===== config.mk =====
export PLATFORM = sky130hd
export DESIGN_NAME = led_flash_blink_sequencer
export DESIGN_NICKNAME = d
export VERILOG_FILES = /design/src/rtl/lfbs_pkg.sv /design/src/rtl/lfbs_core.sv /design/src/rtl/led_flash_blink_sequencer.sv
export SDC_FILE = /design/constraint.sdc
export NUM_CORES = 1
export LEC_CHECK = 0
export BUFFER_PORTS_ARGS = -buffer_cell sky130_fd_sc_hd__clkbuf_2
export CAP_MARGIN = 20
export CORE_MARGIN = 2
export CORE_UTILIZATION = 25
export DETAILED_ROUTE_END_ITERATION = 10
export HOLD_SLACK_MARGIN = 0.12
export PLACE_DENSITY_LB_ADDON = 0.3
export SLEW_MARGIN = 10
export SYNTH_ARGS = -nofsm -noshare
export SYNTH_HDL_FRONTEND = slang
export SYNTH_SLANG_ARGS = --single-unit

===== constraint.sdc =====
create_clock -name clk -period 8.4 [get_ports clk]
set_clock_uncertainty 0.2 [all_clocks]
set_input_delay 0.84 -clock clk [delete_from_list [all_inputs] [get_ports clk]]
set_output_delay 0.84 -clock clk [all_outputs]
set_load 0.1 [all_outputs]

===== src/rtl/lfbs_pkg.sv =====
`default_nettype none

package lfbs_pkg;

    // default width of the countdown timer
    localparam int TIME_BITS_DEF = 16;

    // field widths
    localparam int ACTION_W = 3;
    localparam int COUNT_W  = 16;
    localparam int CFG_IDX_W = 2;

    // stream widths, padded to whole bytes
    localparam int IN_TDATA_W  = 56;
    localparam int OUT_TDATA_W = 24;
    localparam int RESULT_W    = 20;

    // command codes
    localparam logic [ACTION_W-1:0] ACT_TICK      = 3'd0;
    localparam logic [ACTION_W-1:0] ACT_ENABLE    = 3'd1;
    localparam logic [ACTION_W-1:0] ACT_ON        = 3'd2;
    localparam logic [ACTION_W-1:0] ACT_OFF       = 3'd3;
    localparam logic [ACTION_W-1:0] ACT_FLASH     = 3'd4;
    localparam logic [ACTION_W-1:0] ACT_BLINK_ON  = 3'd5;
    localparam logic [ACTION_W-1:0] ACT_BLINK_OFF = 3'd6;

    // register indexes
    localparam logic [CFG_IDX_W-1:0] REG_ACTIVE_HIGH    = 2'd0;
    localparam logic [CFG_IDX_W-1:0] REG_BLINK_PRIORITY = 2'd1;

    typedef struct packed {
        logic [COUNT_W-1:0]  gap_interval;
        logic [COUNT_W-1:0]  on_duration;
        logic [COUNT_W-1:0]  quantity_or_flag;
        logic [ACTION_W-1:0] action;
    } lfbs_item_t;

    typedef struct packed {
        logic active_high;
        logic blink_priority;
    } lfbs_cfg_t;

    // last member sits in the lowest bits
    typedef struct packed {
        logic [COUNT_W-1:0] hold_level;
        logic               blink_running;
        logic               flash_running;
        logic               led_lit;
        logic               led_pin;
    } lfbs_result_t;

endpackage

`default_nettype wire


===== src/rtl/lfbs_core.sv =====
`default_nettype none

module lfbs_core #(
    parameter int TIME_BITS = lfbs_pkg::TIME_BITS_DEF
) (
    input  wire                   clk,
    input  wire                   rst_n,
    input  wire                   step,
    input  lfbs_pkg::lfbs_item_t  item,
    input  lfbs_pkg::lfbs_cfg_t   cfg,
    output lfbs_pkg::lfbs_result_t result
);
    import lfbs_pkg::*;

    localparam logic [TIME_BITS-1:0] TIME_MAX = '1;

    // saturate a 16-bit duration into the timer width
    function automatic logic [TIME_BITS-1:0] time_sat(input logic [COUNT_W-1:0] v);
        logic [31:0] v32;
        logic [31:0] m32;
        v32 = 32'(v);
        m32 = 32'(TIME_MAX);
        if (v32 > m32)
        begin
            return TIME_MAX;
        end
        return TIME_BITS'(v32);
    endfunction

    logic                 lit_reg, lit_next;
    logic                 enabled_reg, enabled_next;
    logic [COUNT_W-1:0]   hold_reg, hold_next;
    logic                 flash_mode_reg, flash_mode_next;
    logic [COUNT_W-1:0]   flash_lit_reg, flash_lit_next;
    logic [COUNT_W-1:0]   flash_pulses_reg, flash_pulses_next;
    logic [COUNT_W-1:0]   flash_gap_reg, flash_gap_next;
    logic [COUNT_W-1:0]   flash_done_reg, flash_done_next;
    logic                 blink_mode_reg, blink_mode_next;
    logic [COUNT_W-1:0]   blink_lit_reg, blink_lit_next;
    logic [COUNT_W-1:0]   blink_pulses_reg, blink_pulses_next;
    logic [COUNT_W-1:0]   blink_gap_reg, blink_gap_next;
    logic [COUNT_W-1:0]   blink_done_reg, blink_done_next;
    logic [TIME_BITS-1:0] period_reg, period_next;
    logic                 forever_reg, forever_next;
    logic [TIME_BITS-1:0] ticks_reg, ticks_next;

    logic                 flag;
    logic [COUNT_W-1:0]   flash_inc;
    logic [COUNT_W-1:0]   blink_inc;

    assign flag      = (item.quantity_or_flag != '0);
    assign flash_inc = flash_done_reg + COUNT_W'(1);
    assign blink_inc = blink_done_reg + COUNT_W'(1);

    // next state for one command or tick
    always_comb
    begin
        lit_next          = lit_reg;
        enabled_next      = enabled_reg;
        hold_next         = hold_reg;
        flash_mode_next   = flash_mode_reg;
        flash_lit_next    = flash_lit_reg;
        flash_pulses_next = flash_pulses_reg;
        flash_gap_next    = flash_gap_reg;
        flash_done_next   = flash_done_reg;
        blink_mode_next   = blink_mode_reg;
        blink_lit_next    = blink_lit_reg;
        blink_pulses_next = blink_pulses_reg;
        blink_gap_next    = blink_gap_reg;
        blink_done_next   = blink_done_reg;
        period_next       = period_reg;
        forever_next      = forever_reg;
        ticks_next        = ticks_reg;

        case (item.action)
            ACT_TICK:
            begin
                if (!forever_reg)
                begin
                    if (ticks_reg != '0)
                    begin
                        ticks_next = ticks_reg - TIME_BITS'(1);
                    end
                    if (ticks_next == '0)
                    begin
                        // one series step
                        if (flash_mode_reg)
                        begin
                            if (lit_reg)
                            begin
                                if (flash_inc >= flash_pulses_reg)
                                begin
                                    // series finished
                                    flash_done_next = '0;
                                    flash_mode_next = 1'b0;
                                    if (hold_reg == '0)
                                    begin
                                        if (cfg.blink_priority && blink_mode_reg)
                                        begin
                                            forever_next    = 1'b0;
                                            period_next     = time_sat(blink_gap_reg);
                                            blink_done_next = '0;
                                        end
                                        else
                                        begin
                                            blink_mode_next = 1'b0;
                                            forever_next    = 1'b1;
                                        end
                                        lit_next = 1'b0;
                                    end
                                end
                                else
                                begin
                                    flash_done_next = flash_inc;
                                    forever_next    = 1'b0;
                                    period_next     = time_sat(flash_gap_reg);
                                    lit_next        = 1'b0;
                                end
                            end
                            else
                            begin
                                forever_next = 1'b0;
                                period_next  = time_sat(flash_lit_reg);
                                lit_next     = 1'b1;
                            end
                        end
                        else if (blink_mode_reg)
                        begin
                            forever_next = 1'b0;
                            if (lit_reg)
                            begin
                                if (blink_inc >= blink_pulses_reg)
                                begin
                                    blink_done_next = '0;
                                    period_next     = time_sat(blink_gap_reg);
                                end
                                else
                                begin
                                    blink_done_next = blink_inc;
                                    period_next     = time_sat(blink_lit_reg);
                                end
                                lit_next = 1'b0;
                            end
                            else
                            begin
                                period_next = time_sat(blink_lit_reg);
                                lit_next    = 1'b1;
                            end
                        end
                        if (!forever_next)
                        begin
                            ticks_next = period_next;
                        end
                    end
                end
            end
            ACT_ENABLE:
            begin
                enabled_next = flag;
                ticks_next   = period_next;
            end
            ACT_ON:
            begin
                if (flag && hold_reg != '1)
                begin
                    hold_next = hold_reg + COUNT_W'(1);
                end
                if (!cfg.blink_priority)
                begin
                    flash_mode_next = 1'b0;
                    blink_mode_next = 1'b0;
                end
                forever_next = 1'b1;
                lit_next     = 1'b1;
                ticks_next   = period_next;
            end
            ACT_OFF:
            begin
                if (flag && hold_reg != '0)
                begin
                    hold_next = hold_reg - COUNT_W'(1);
                end
                if (hold_next == '0)
                begin
                    if (cfg.blink_priority)
                    begin
                        if (flash_mode_reg && flash_gap_reg != '0)
                        begin
                            forever_next = 1'b0;
                            period_next  = time_sat(flash_gap_reg);
                        end
                        else if (blink_mode_reg && blink_gap_reg != '0)
                        begin
                            forever_next    = 1'b0;
                            period_next     = time_sat(blink_gap_reg);
                            blink_done_next = '0;
                        end
                        else
                        begin
                            forever_next = 1'b1;
                        end
                    end
                    else
                    begin
                        flash_mode_next = 1'b0;
                        blink_mode_next = 1'b0;
                        forever_next    = 1'b1;
                    end
                    lit_next = 1'b0;
                end
                ticks_next = period_next;
            end
            ACT_FLASH:
            begin
                flash_mode_next   = 1'b1;
                flash_lit_next    = item.on_duration;
                flash_pulses_next = item.quantity_or_flag;
                flash_gap_next    = item.gap_interval;
                flash_done_next   = '0;
                if (!cfg.blink_priority)
                begin
                    blink_mode_next = 1'b0;
                end
                if (hold_reg == '0)
                begin
                    forever_next = 1'b0;
                    period_next  = '0;
                    lit_next     = 1'b0;
                end
                ticks_next = period_next;
            end
            ACT_BLINK_ON:
            begin
                blink_mode_next   = 1'b1;
                blink_lit_next    = item.on_duration;
                blink_pulses_next = item.quantity_or_flag;
                blink_gap_next    = item.gap_interval;
                blink_done_next   = '0;
                if (hold_reg == '0 && !flash_mode_reg)
                begin
                    forever_next = 1'b0;
                    period_next  = '0;
                    lit_next     = 1'b0;
                end
                ticks_next = period_next;
            end
            ACT_BLINK_OFF:
            begin
                if (blink_mode_reg)
                begin
                    blink_mode_next = 1'b0;
                    flash_mode_next = 1'b0;
                    if (hold_reg == '0)
                    begin
                        lit_next = 1'b0;
                    end
                    forever_next = 1'b1;
                end
                ticks_next = period_next;
            end
            default:
            begin
                // unused code leaves everything as it is
            end
        endcase
    end

    // result seen after this beat
    always_comb
    begin
        result.led_pin       = (enabled_next && lit_next) ? cfg.active_high
                                                          : ~cfg.active_high;
        result.led_lit       = lit_next;
        result.flash_running = flash_mode_next;
        result.blink_running = blink_mode_next;
        result.hold_level    = hold_next;
    end

    // control state
    always_ff @(posedge clk or negedge rst_n)
    begin
        if (!rst_n)
        begin
            lit_reg        <= 1'b0;
            enabled_reg    <= 1'b1;
            hold_reg       <= '0;
            flash_mode_reg <= 1'b0;
            flash_done_reg <= '0;
            blink_mode_reg <= 1'b0;
            blink_done_reg <= '0;
            period_reg     <= '0;
            forever_reg    <= 1'b1;
            ticks_reg      <= '0;
        end
        else if (step)
        begin
            lit_reg        <= lit_next;
            enabled_reg    <= enabled_next;
            hold_reg       <= hold_next;
            flash_mode_reg <= flash_mode_next;
            flash_done_reg <= flash_done_next;
            blink_mode_reg <= blink_mode_next;
            blink_done_reg <= blink_done_next;
            period_reg     <= period_next;
            forever_reg    <= forever_next;
            ticks_reg      <= ticks_next;
        end
    end

    // series settings, reset to zero as well
    always_ff @(posedge clk or negedge rst_n)
    begin
        if (!rst_n)
        begin
            flash_lit_reg    <= '0;
            flash_pulses_reg <= '0;
            flash_gap_reg    <= '0;
            blink_lit_reg    <= '0;
            blink_pulses_reg <= '0;
            blink_gap_reg    <= '0;
        end
        else if (step)
        begin
            flash_lit_reg    <= flash_lit_next;
            flash_pulses_reg <= flash_pulses_next;
            flash_gap_reg    <= flash_gap_next;
            blink_lit_reg    <= blink_lit_next;
            blink_pulses_reg <= blink_pulses_next;
            blink_gap_reg    <= blink_gap_next;
        end
    end

endmodule

`default_nettype wire


===== src/rtl/led_flash_blink_sequencer.sv =====
`default_nettype none

// LED flash/blink sequencer: each input beat is a tick or a command, and each one
// gives exactly one status beat (pin level, lit state, series flags, hold count).
// The whole state update is combinational between the input handshake and the
// output register, so one beat is taken every clock while the skid stage is empty;
// the result goes to the output register, or to a one-entry skid stage while the
// master side stalls, so input beats keep flowing while one result waits.
// Configuration writes are always taken and should only be made while idle.
module led_flash_blink_sequencer #(
    parameter int TIME_BITS = lfbs_pkg::TIME_BITS_DEF
) (
    input  wire                              clk,
    input  wire                              rst_n,
    // cfg channel
    input  wire                              cfg_valid,
    output logic                             cfg_ready,
    input  wire  [lfbs_pkg::CFG_IDX_W-1:0]   cfg_index,
    input  wire                              cfg_data,
    // slave side
    input  wire                              s_tvalid,
    output logic                             s_tready,
    // action, quantity_or_flag, on_duration, gap_interval, zero pad
    input  wire  [lfbs_pkg::IN_TDATA_W-1:0]  s_tdata,
    // master side
    output logic                             m_tvalid,
    input  wire                              m_tready,
    // led_pin, led_lit, flash_running, blink_running, hold_level, zero pad
    output logic [lfbs_pkg::OUT_TDATA_W-1:0] m_tdata
);
    import lfbs_pkg::*;

    lfbs_cfg_t    cfg_reg;
    lfbs_item_t   item;
    lfbs_result_t result;
    lfbs_result_t out_data_reg;
    lfbs_result_t skid_data_reg;
    logic         out_valid_reg;
    logic         skid_valid_reg;
    logic         in_beat;
    logic         out_beat;

    assign cfg_ready = 1'b1;
    assign s_tready  = !skid_valid_reg;
    assign in_beat   = s_tvalid && s_tready;
    assign out_beat  = out_valid_reg && m_tready;

    // unpack the input beat
    assign item.action           = s_tdata[2:0];
    assign item.quantity_or_flag = s_tdata[18:3];
    assign item.on_duration      = s_tdata[34:19];
    assign item.gap_interval     = s_tdata[50:35];

    // configuration registers
    always_ff @(posedge clk or negedge rst_n)
    begin
        if (!rst_n)
        begin
            cfg_reg.active_high    <= 1'b1;
            cfg_reg.blink_priority <= 1'b0;
        end
        else if (cfg_valid && cfg_ready)
        begin
            case (cfg_index)
                REG_ACTIVE_HIGH:    cfg_reg.active_high    <= cfg_data;
                REG_BLINK_PRIORITY: cfg_reg.blink_priority <= cfg_data;
                default:
                begin
                end
            endcase
        end
    end

    lfbs_core #(
        .TIME_BITS (TIME_BITS)
    ) u_core (
        .clk    (clk),
        .rst_n  (rst_n),
        .step   (in_beat),
        .item   (item),
        .cfg    (cfg_reg),
        .result (result)
    );

    // output register and skid stage valids
    always_ff @(posedge clk or negedge rst_n)
    begin
        if (!rst_n)
        begin
            out_valid_reg  <= 1'b0;
            skid_valid_reg <= 1'b0;
        end
        else if (!out_valid_reg || out_beat)
        begin
            if (skid_valid_reg)
            begin
                out_valid_reg  <= 1'b1;
                skid_valid_reg <= 1'b0;
            end
            else
            begin
                out_valid_reg <= in_beat;
            end
        end
        else if (in_beat)
        begin
            skid_valid_reg <= 1'b1;
        end
    end

    // output register and skid stage data
    always_ff @(posedge clk)
    begin
        if (!out_valid_reg || out_beat)
        begin
            out_data_reg <= skid_valid_reg ? skid_data_reg : result;
        end
        else if (in_beat)
        begin
            skid_data_reg <= result;
        end
    end

    assign m_tvalid = out_valid_reg;
    assign m_tdata  = {(OUT_TDATA_W - RESULT_W)'(0), out_data_reg};

endmodule

`default_nettype wire


==> metrics.md, run 1 <==
| Metric | Value |
|---|---|
| First-pass iteration count of the detailed router | 5 |
| Skew-Pair Late Insertion Delay | 550 ps |
| RePlAce Congestion | roughly 0.87 |
| Area share of the largest cell type after synthesis | 0.334 |
| Result of the run | finished clean |
| # DRC | 0 |
| Largest cells by area after synthesis | dfrtp_1 33%, mux2_2 9.9%, edfxtp_1 8.8% |
| Die H | between 200 and 250 um |
| Worst path cell trace | ha_1 > nand2_1 > nor2_1 > and3_1 > and3_1 > nand3_1 > xor2_1 > inv_1 > ha_1 > nand2_1 > nor2_1 > a21oi_1 > o22ai_2 > mux2_2 > a211oi_1 > a31oi_1 > o32a_1 |
| Worst rel slew slack | 0.248 |
| Effective utilization at floorplan | 0.253 |
| Cts hold-fix bufs | 1 |
| Max Slew Vio Count | 0 |
| First-pass GRT wire length | 63,600 um |
| Max_cap viols | 0 |
| Leakage power | 6.49 nW |
| Setup TNS | 0 ps |
| CP Capture Point | u_core.ticks_reg[12]$_DFFE_PN0P_ |
| Worst Tran Pin Value | 1110 ps |
| Post-DP HPWL | 28,900 um |
| Worst reg2reg path startpoint | u_core.blink_done_reg[0]$_DFFE_PN0P_ |
| Fin nets | 1,542 |
| Fillers | 5,689 |
| Terminus of the critical flop-to-flop path | u_core.ticks_reg[12]$_DFFE_PN0P_ |
| Hold slack | 279 ps |
| CTS tree | yes |
| Chip width | 237 um |
| Pwr Total | 4.31 mW |
| Final period utilization | 0.652 |
| Largest fanout on the critical path | 16 |
| Number of global-route vias before repair | roughly 11,000 |
| Hold WC Path Type | reg2reg |
| Cell Area, Synth | 0.0136 mm^2 |
| Global Route Usage Sum | 0.141 |
| Final Hold Fails | 0 |
| DR iter-0 viols | 718 |
| Top Layer Used | met5 |
| Core area | roughly 0.054 mm^2 |
| Cts repair resizes | 0 |
| CP required | 8630 ps |
| CP max stage cell | o22ai_2 |
| DRT met1 WL | 19,500 um |
| Flop2flop setup slack | 2920 ps |
| Clock transition at the registers of the reported paths | 60 ps |
| Worst r2r path cells | 17 |
| Via-to-Cell Ratio | 5.11 |
| Sink Count | 225 |
| Post-synthesis sequential area ratio | 0.428 |
| IO Port Bufs | 80 |
| Share of post-route cells with drive strength above 1 | 0.201 |
| CP Buf/Inv Count | 1 |
| Layout area overhead | 14.3% |
| Worst slack, placed | 2850 ps |
| Syn Area/Cell | 9.78 um^2 |
| Total number of vias | 11,000 |
| GRT overflow | 0 |
| Ys async rst share | 0.822 |
| Min-delay src | u_core.enabled_reg$_DFFE_PN1P_ |
| Antenna diode count | 0 |
| Final ANT Viol Nets | 0 |
| Met3 routed WL | 1800 um |
| Final setup fails | 0 |
| Max Root-Sink Buffers | 3 |
| Critical path launch point | u_core.blink_done_reg[0]$_DFFE_PN0P_ |
| Post-Synthesis Cells | 1,394 |
| Min cycle time layout | 5480 ps |
| Max H-tree Level | 1 |
| Routed WL | 40,300 um |
| Setup ws final | 2920 ps |
| Postcts setup bufs | 0 |
| WS Path Type | reg2reg |
| WL/cell | 18.7 um |
| Row count | 85 |
| Leading area contributor after synthesis | dfrtp_1 |
| Register bit count reported by yosys | 225 |
| RSZ-0062 raised after global routing | false |
| Synth warnings | 0 |
| WP depth | 17 |
| Wire length on met2 | approximately 18,000 um |
| Max VDD drop | 126 uV |
| Root Driver | clkbuf_16 |
| Slowest stage delay, CP | 860 ps |
| Crit path max-delay family | compound AO/OA/AOI/OAI gates |
| Antenna violations before repair | 1 |
| Crit path launch type | register |
| CP Data Arrival Time | 5700 ps |
| Worst setup EP type | register |
| Largest net degree at the start of global routing | 73 |
| Synth cell types | 80 |
| F_max | 183 MHz |
| Die area | 0.0564 mm^2 |
| TritonCTS Buffers | 27 |
| Prevailing post-synth register cell | dfrtp_1 |
| Post-synth EDFFs | 40 |
| Pwr/cell area | 277 mW/mm^2 |
| IO Pins | ~90 |
layout by cell type (no fill, tap or decap), drive strengths merged, types with 7 or more instances in the layout:
master	n
or2	10
nor4	25
xor2	26
mux2i	37
ha	39
o31ai	24
a41oi	7
mux2	120
nand2b	21
edfxtp	40
nor3	20
o211ai	19
clkinv	12
a21o	8
a31oi	14
a221o	8
dfrtp	182
a21oi	46
a22o	23
nand2	134
nor2	100
or3	11
o21ai	98
nand4	13
and3	20
xnor2	32
inv	57
nand3	36
a211oi	33
clkbuf	116
buf	20
cell usage after synthesis (all sizes together) (10+ instances only):
cell type and instances:
or3 11, o21ai 98, dfrtp 182, nor3 20
o211ai 19, nor2 100, a211oi 33, and3 20
mux2 120, inv 57, edfxtp 40, a31oi 14
clkbuf 74, xor2 26, nand4 13, buf 15
a21oi 46, o31ai 24, ha 39, or2 10
nand2b 21, mux2i 37, nand3 36, nor4 25
nand2 134, xnor2 32, a22o 23
per-layer routing:
layer | vias up | track usage
met1 | 5438 | 0.202
met3 | 75 | 0.0199
li1 | 5227 | -
met5 | - | 0
met4 | 2 | 0.0482
met2 | 280 | 0.219
layout make-up:
class,count,area [um^2],area share
multi-input combinational,1026,7230,0.464
clock buffer,35,726,0.0466
tap,696,871,0.0559
sequential,225,5830,0.374
inverter,57,214,0.0137
clock inverter,14,119,0.00763
timing repair buffer,102,584,0.0375
tightest hold or removal path, cell delays in order, from the launching register on:
cell,delay (ps)
dfstp_2,370
nand2_1,40
o21ai_0,70
worst min path at each step:
| stage | endpoint | slack (ps) | cells past startpoint |
|---|---|---|---|
| 2_1_floorplan | u_core.enabled_reg$_DFFE_PN1P_ | 260 | 2 |
| 3_3_place_gp | u_core.enabled_reg$_DFFE_PN1P_ | 260 | 2 |
| 3_5_place_dp | u_core.enabled_reg$_DFFE_PN1P_ | 270 | 2 |
| 4_1_cts | u_core.enabled_reg$_DFFE_PN1P_ | 280 | 2 |
| 5_1_grt | u_core.enabled_reg$_DFFE_PN1P_ | 300 | 2 |
| 6_report | u_core.enabled_reg$_DFFE_PN1P_ | 280 | 2 |
per-stage QoR:
step / utilization / cells / area (um^2)
after floorplan: - / 1397 / 13600
after global placement: 0.273 / 2102 / 14700
after detailed placement: 0.273 / 2102 / 14700
after CTS: 0.289 / 2152 / 15500
after global routing: 0.290 / 2155 / 15600
final: 0.290 / 2155 / 15600
kinds of logic after synthesis:
logic type,after synthesis,share of synthesized area
fa+ha+maj,39,0.0358
other cells,2,0.000551
compound gates,343,0.174
xor+xnor,58,0.0373
mux,157,0.126
simple gates,424,0.154
flops,225,0.428
buf+inv,146,0.0442
power breakdown:
group | internal (mW) | total [mW] | switching, mW
Combinational | 0.553 | 1.44 | 0.890
Clock | 0.667 | 1.14 | 0.474
Sequential | 1.39 | 1.73 | 0.337
Note: power is estimated with default switching activity, not from simulation.
==> run 2, diff against run 1 <==
clock period = 5.1 ns   (was 8.4 ns; I/O delays follow)
==> metrics.md, run 2 (synthesized netlist as in run 1, its figures left out) <==
| Metric | Value |
|---|---|
| Result of the run | finished clean (unchanged) |
| Hold WC Path Type | in2reg (was reg2reg) |
| Worst path cell trace | and3_1 > nand3_1 > nor2_2 > and3_1 > nand3_1 > nor2_1 > xnor2_1 > inv_1 > ha_1 > nand4_1 > a2111oi_4 > a21o_1 > a21oi_1 > or4_1 > and3_1 > o41ai_2 (was ha_1 > nand2_1 > nor2_1 > and3_1 > and3_1 > nand3_1 > xor2_1 > inv_1 > ha_1 > nand2_1 > nor2_1 > a21oi_1 > o22ai_2 > mux2_2 > a211oi_1 > a31oi_1 > o32a_1) |
| Slowest stage delay, CP | 650 ps (was 860 ps) |
| Via-to-Cell Ratio | 5.14 (was 5.11) |
| Max Root-Sink Buffers | 3 (unchanged) |
| F_max | 210 MHz (was 183 MHz) |
| DR iter-0 viols | 748 (was 718) |
| First-pass GRT wire length | 64,500 um (was 63,600 um) |
| Max VDD drop | 183 uV (was 126 uV) |
| First-pass iteration count of the detailed router | 5 (unchanged) |
| CP most frequent cell | and3_1 |
| Effective utilization at floorplan | 0.253 (unchanged) |
| Final core occ | 0.304 (was 0.290) |
| Layout area overhead | 20.1% (was 14.3%) |
| Max H-tree Level | 1 (unchanged) |
| Crit path max-delay family | simple AND/OR/NAND/NOR gates (was compound AO/OA/AOI/OAI gates) |
| Core area | 0.0538 mm^2 (unchanged) |
| TritonCTS Buffers | 27 (unchanged) |
| Crit path launch type | register (unchanged) |
| Largest net degree at the start of global routing | 117 (was 73) |
| Max_cap viols | 0 (unchanged) |
| WL/cell | 18.2 um (was 18.7 um) |
| Global Route Usage Sum | 0.143 (was 0.141) |
| Footprint of the multi-input gates | 0.00726 mm^2 (was 0.00723 mm^2) |
| Final setup fails | 0 (unchanged) |
| IO Port Bufs | 80 (unchanged) |
| Postcts setup bufs | 0 (unchanged) |
| Routed WL | 40,400 um (was 40,300 um) |
| Clock transition at the registers of the reported paths | 60 ps (about the same) |
| Die area | 0.0564 mm^2 (unchanged) |
| Max Slew Vio Count | 0 (unchanged) |
| Post-DP HPWL | 29,000 um (was 28,900 um) |
| Fillers | 5,623 (was 5,689) |
| Total number of vias | 11,400 (was 11,000) |
| Row count | 85 (unchanged) |
| Die H | 237 um (unchanged) |
| Number of global-route vias before repair | 11,000 (about the same) |
| Register Area | 0.00583 mm^2 (unchanged) |
| Final ANT Viol Nets | 0 (unchanged) |
| Skew-Pair Late Insertion Delay | 550 ps (about the same) |
| Antenna diode count | 0 (unchanged) |
| Worst setup EP type | register (unchanged) |
| Worst Tran Pin Value | 1030 ps (was 1110 ps) |
| # DRC | 0 (unchanged) |
| Min cycle time layout | 4770 ps (was 5480 ps) |
| CP Buf/Inv Count | 1 (unchanged) |
| Worst rel slew slack | 0.312 (was 0.248) |
| Chip width | 237 um (unchanged) |
| RePlAce Congestion | 0.893 (was 0.868) |
| Fin area | 0.0164 mm^2 (was 0.0156 mm^2) |
| Sink Count | 225 (unchanged) |
| Largest fanout on the critical path | 6 (was 16) |
| Setup TNS | 0 ps (unchanged) |
| Share of post-route cells with drive strength above 1 | 0.208 (was 0.201) |
| GRT overflow | 0 (unchanged) |
| Commonest non-fill, non-tap cell in the layout | dfrtp_1 (unchanged) |
| Leakage power | 6.83 nW (was 6.49 nW) |
| Final Hold Fails | 0 (unchanged) |
| Hold slack | 148 ps (was 279 ps) |
| Fin nets | 1,606 (was 1,542) |
| CP max stage cell | or4_1 (was o22ai_2) |
| CP required | 5260 ps (was 8630 ps) |
| CP Data Arrival Time | 4920 ps (was 5700 ps) |
| IO Pins | 91 (unchanged) |
| Pwr/cell area | 453 mW/mm^2 (was 277 mW/mm^2) |
| Flop2flop setup slack | 330 ps (was 2920 ps) |
| Post-DP Area | 0.0148 mm^2 (was 0.0147 mm^2) |
| WS Path Type | reg2reg (unchanged) |
| Final period utilization | 0.934 (was 0.652) |
| Root Driver | clkbuf_16 (unchanged) |
| Antenna violations before repair | 0 (was 1) |
| CTS tree | yes (unchanged) |
| Commonest non-fill, non-tap cells in the layout | 182 x dfrtp_1, 134 x nand2_1, 120 x mux2_2 (unchanged) |
-- run 2: cell types whose count changed in the layout (fill, tap and decap cells not counted), sizes merged --
cell	previous run	this run
bufinv	2	6
clkinvlp	0	3
dlygate4sd3	1	51
inv	57	58
buf	20	35
clkbuf	116	112
clkinv	12	7
-- run 2: final cells by class --
cell class                 count  share of cell area
multi-input combinational   1026               0.444
sequential                   225               0.357
timing repair buffer         166              0.0742
tap                          696              0.0532
clock buffer                  32              0.0443
clock inverter                17              0.0150
inverter                      57              0.0131
-- run 2: worst paths after layout --
check | from | end | depth (start not counted)
min in group asynchronous | rst_n | u_core.flash_lit_reg[5]$_DFFE_PN0P_ | 2
max in group asynchronous | rst_n | u_core.enabled_reg$_DFFE_PN1P_ | 3
hold reg to reg | u_core.enabled_reg$_DFFE_PN1P_ | u_core.enabled_reg$_DFFE_PN1P_ | 2
hold / removal | cfg_index[1] | cfg_reg[1]$_DFFE_PN1P_ | 3
setup / recovery | u_core.flash_done_reg[0]$_DFFE_PN0P_ | m_tdata[0]$_DFFE_PN_ | 16
setup reg to reg | u_core.flash_done_reg[0]$_DFFE_PN0P_ | m_tdata[0]$_DFFE_PN_ | 16
-- run 2: routing by layer --
layer,up-vias,GRT usage,part of all wire
li1,5362,-,-
met1,5608,0.205,0.47
met2,358,0.217,0.44
met3,72,0.0230,0.055
met4,0,0.0528,0.034
met5,-,0,0
-- run 2: worst register-to-register path, delay by kind of cell (launching register included) --
| kind | cells | cell delay [ps] |
|---|---|---|
| simple gates | 9 | 2310 |
| compound gates | 4 | 1130 |
| flops | 1 | 420 |
| fa+ha+maj | 1 | 300 |
| xor+xnor | 1 | 170 |
| buf+inv | 1 | 70 |
-- run 2: timing repair --
item	4_1_cts	5_1_grt
endpoints found under the setup margin	0	3
hold buffers	51	0
resized for setup	0	4
endpoints found under the hold margin	214	0
-- run 2: where the power goes --
group | internal [mW] | switching [mW] | leakage (nW) | total [mW]
combinational | 0.969 | 1.49 | 3.66 | 2.46
sequential | 2.29 | 0.544 | 2.70 | 2.83
clock | 1.31 | 0.803 | 0.471 | 2.12
-- run 2: stage by stage --
step	power, mW	worst slack [ps]	instances
2_1_floorplan	4.51	575	1397
3_3_place_gp	5.20	318	2116
3_5_place_dp	5.25	215	2117
4_1_cts	7.44	216	2217
5_1_grt	7.85	-7.51	2219
6_report	7.41	334	2219
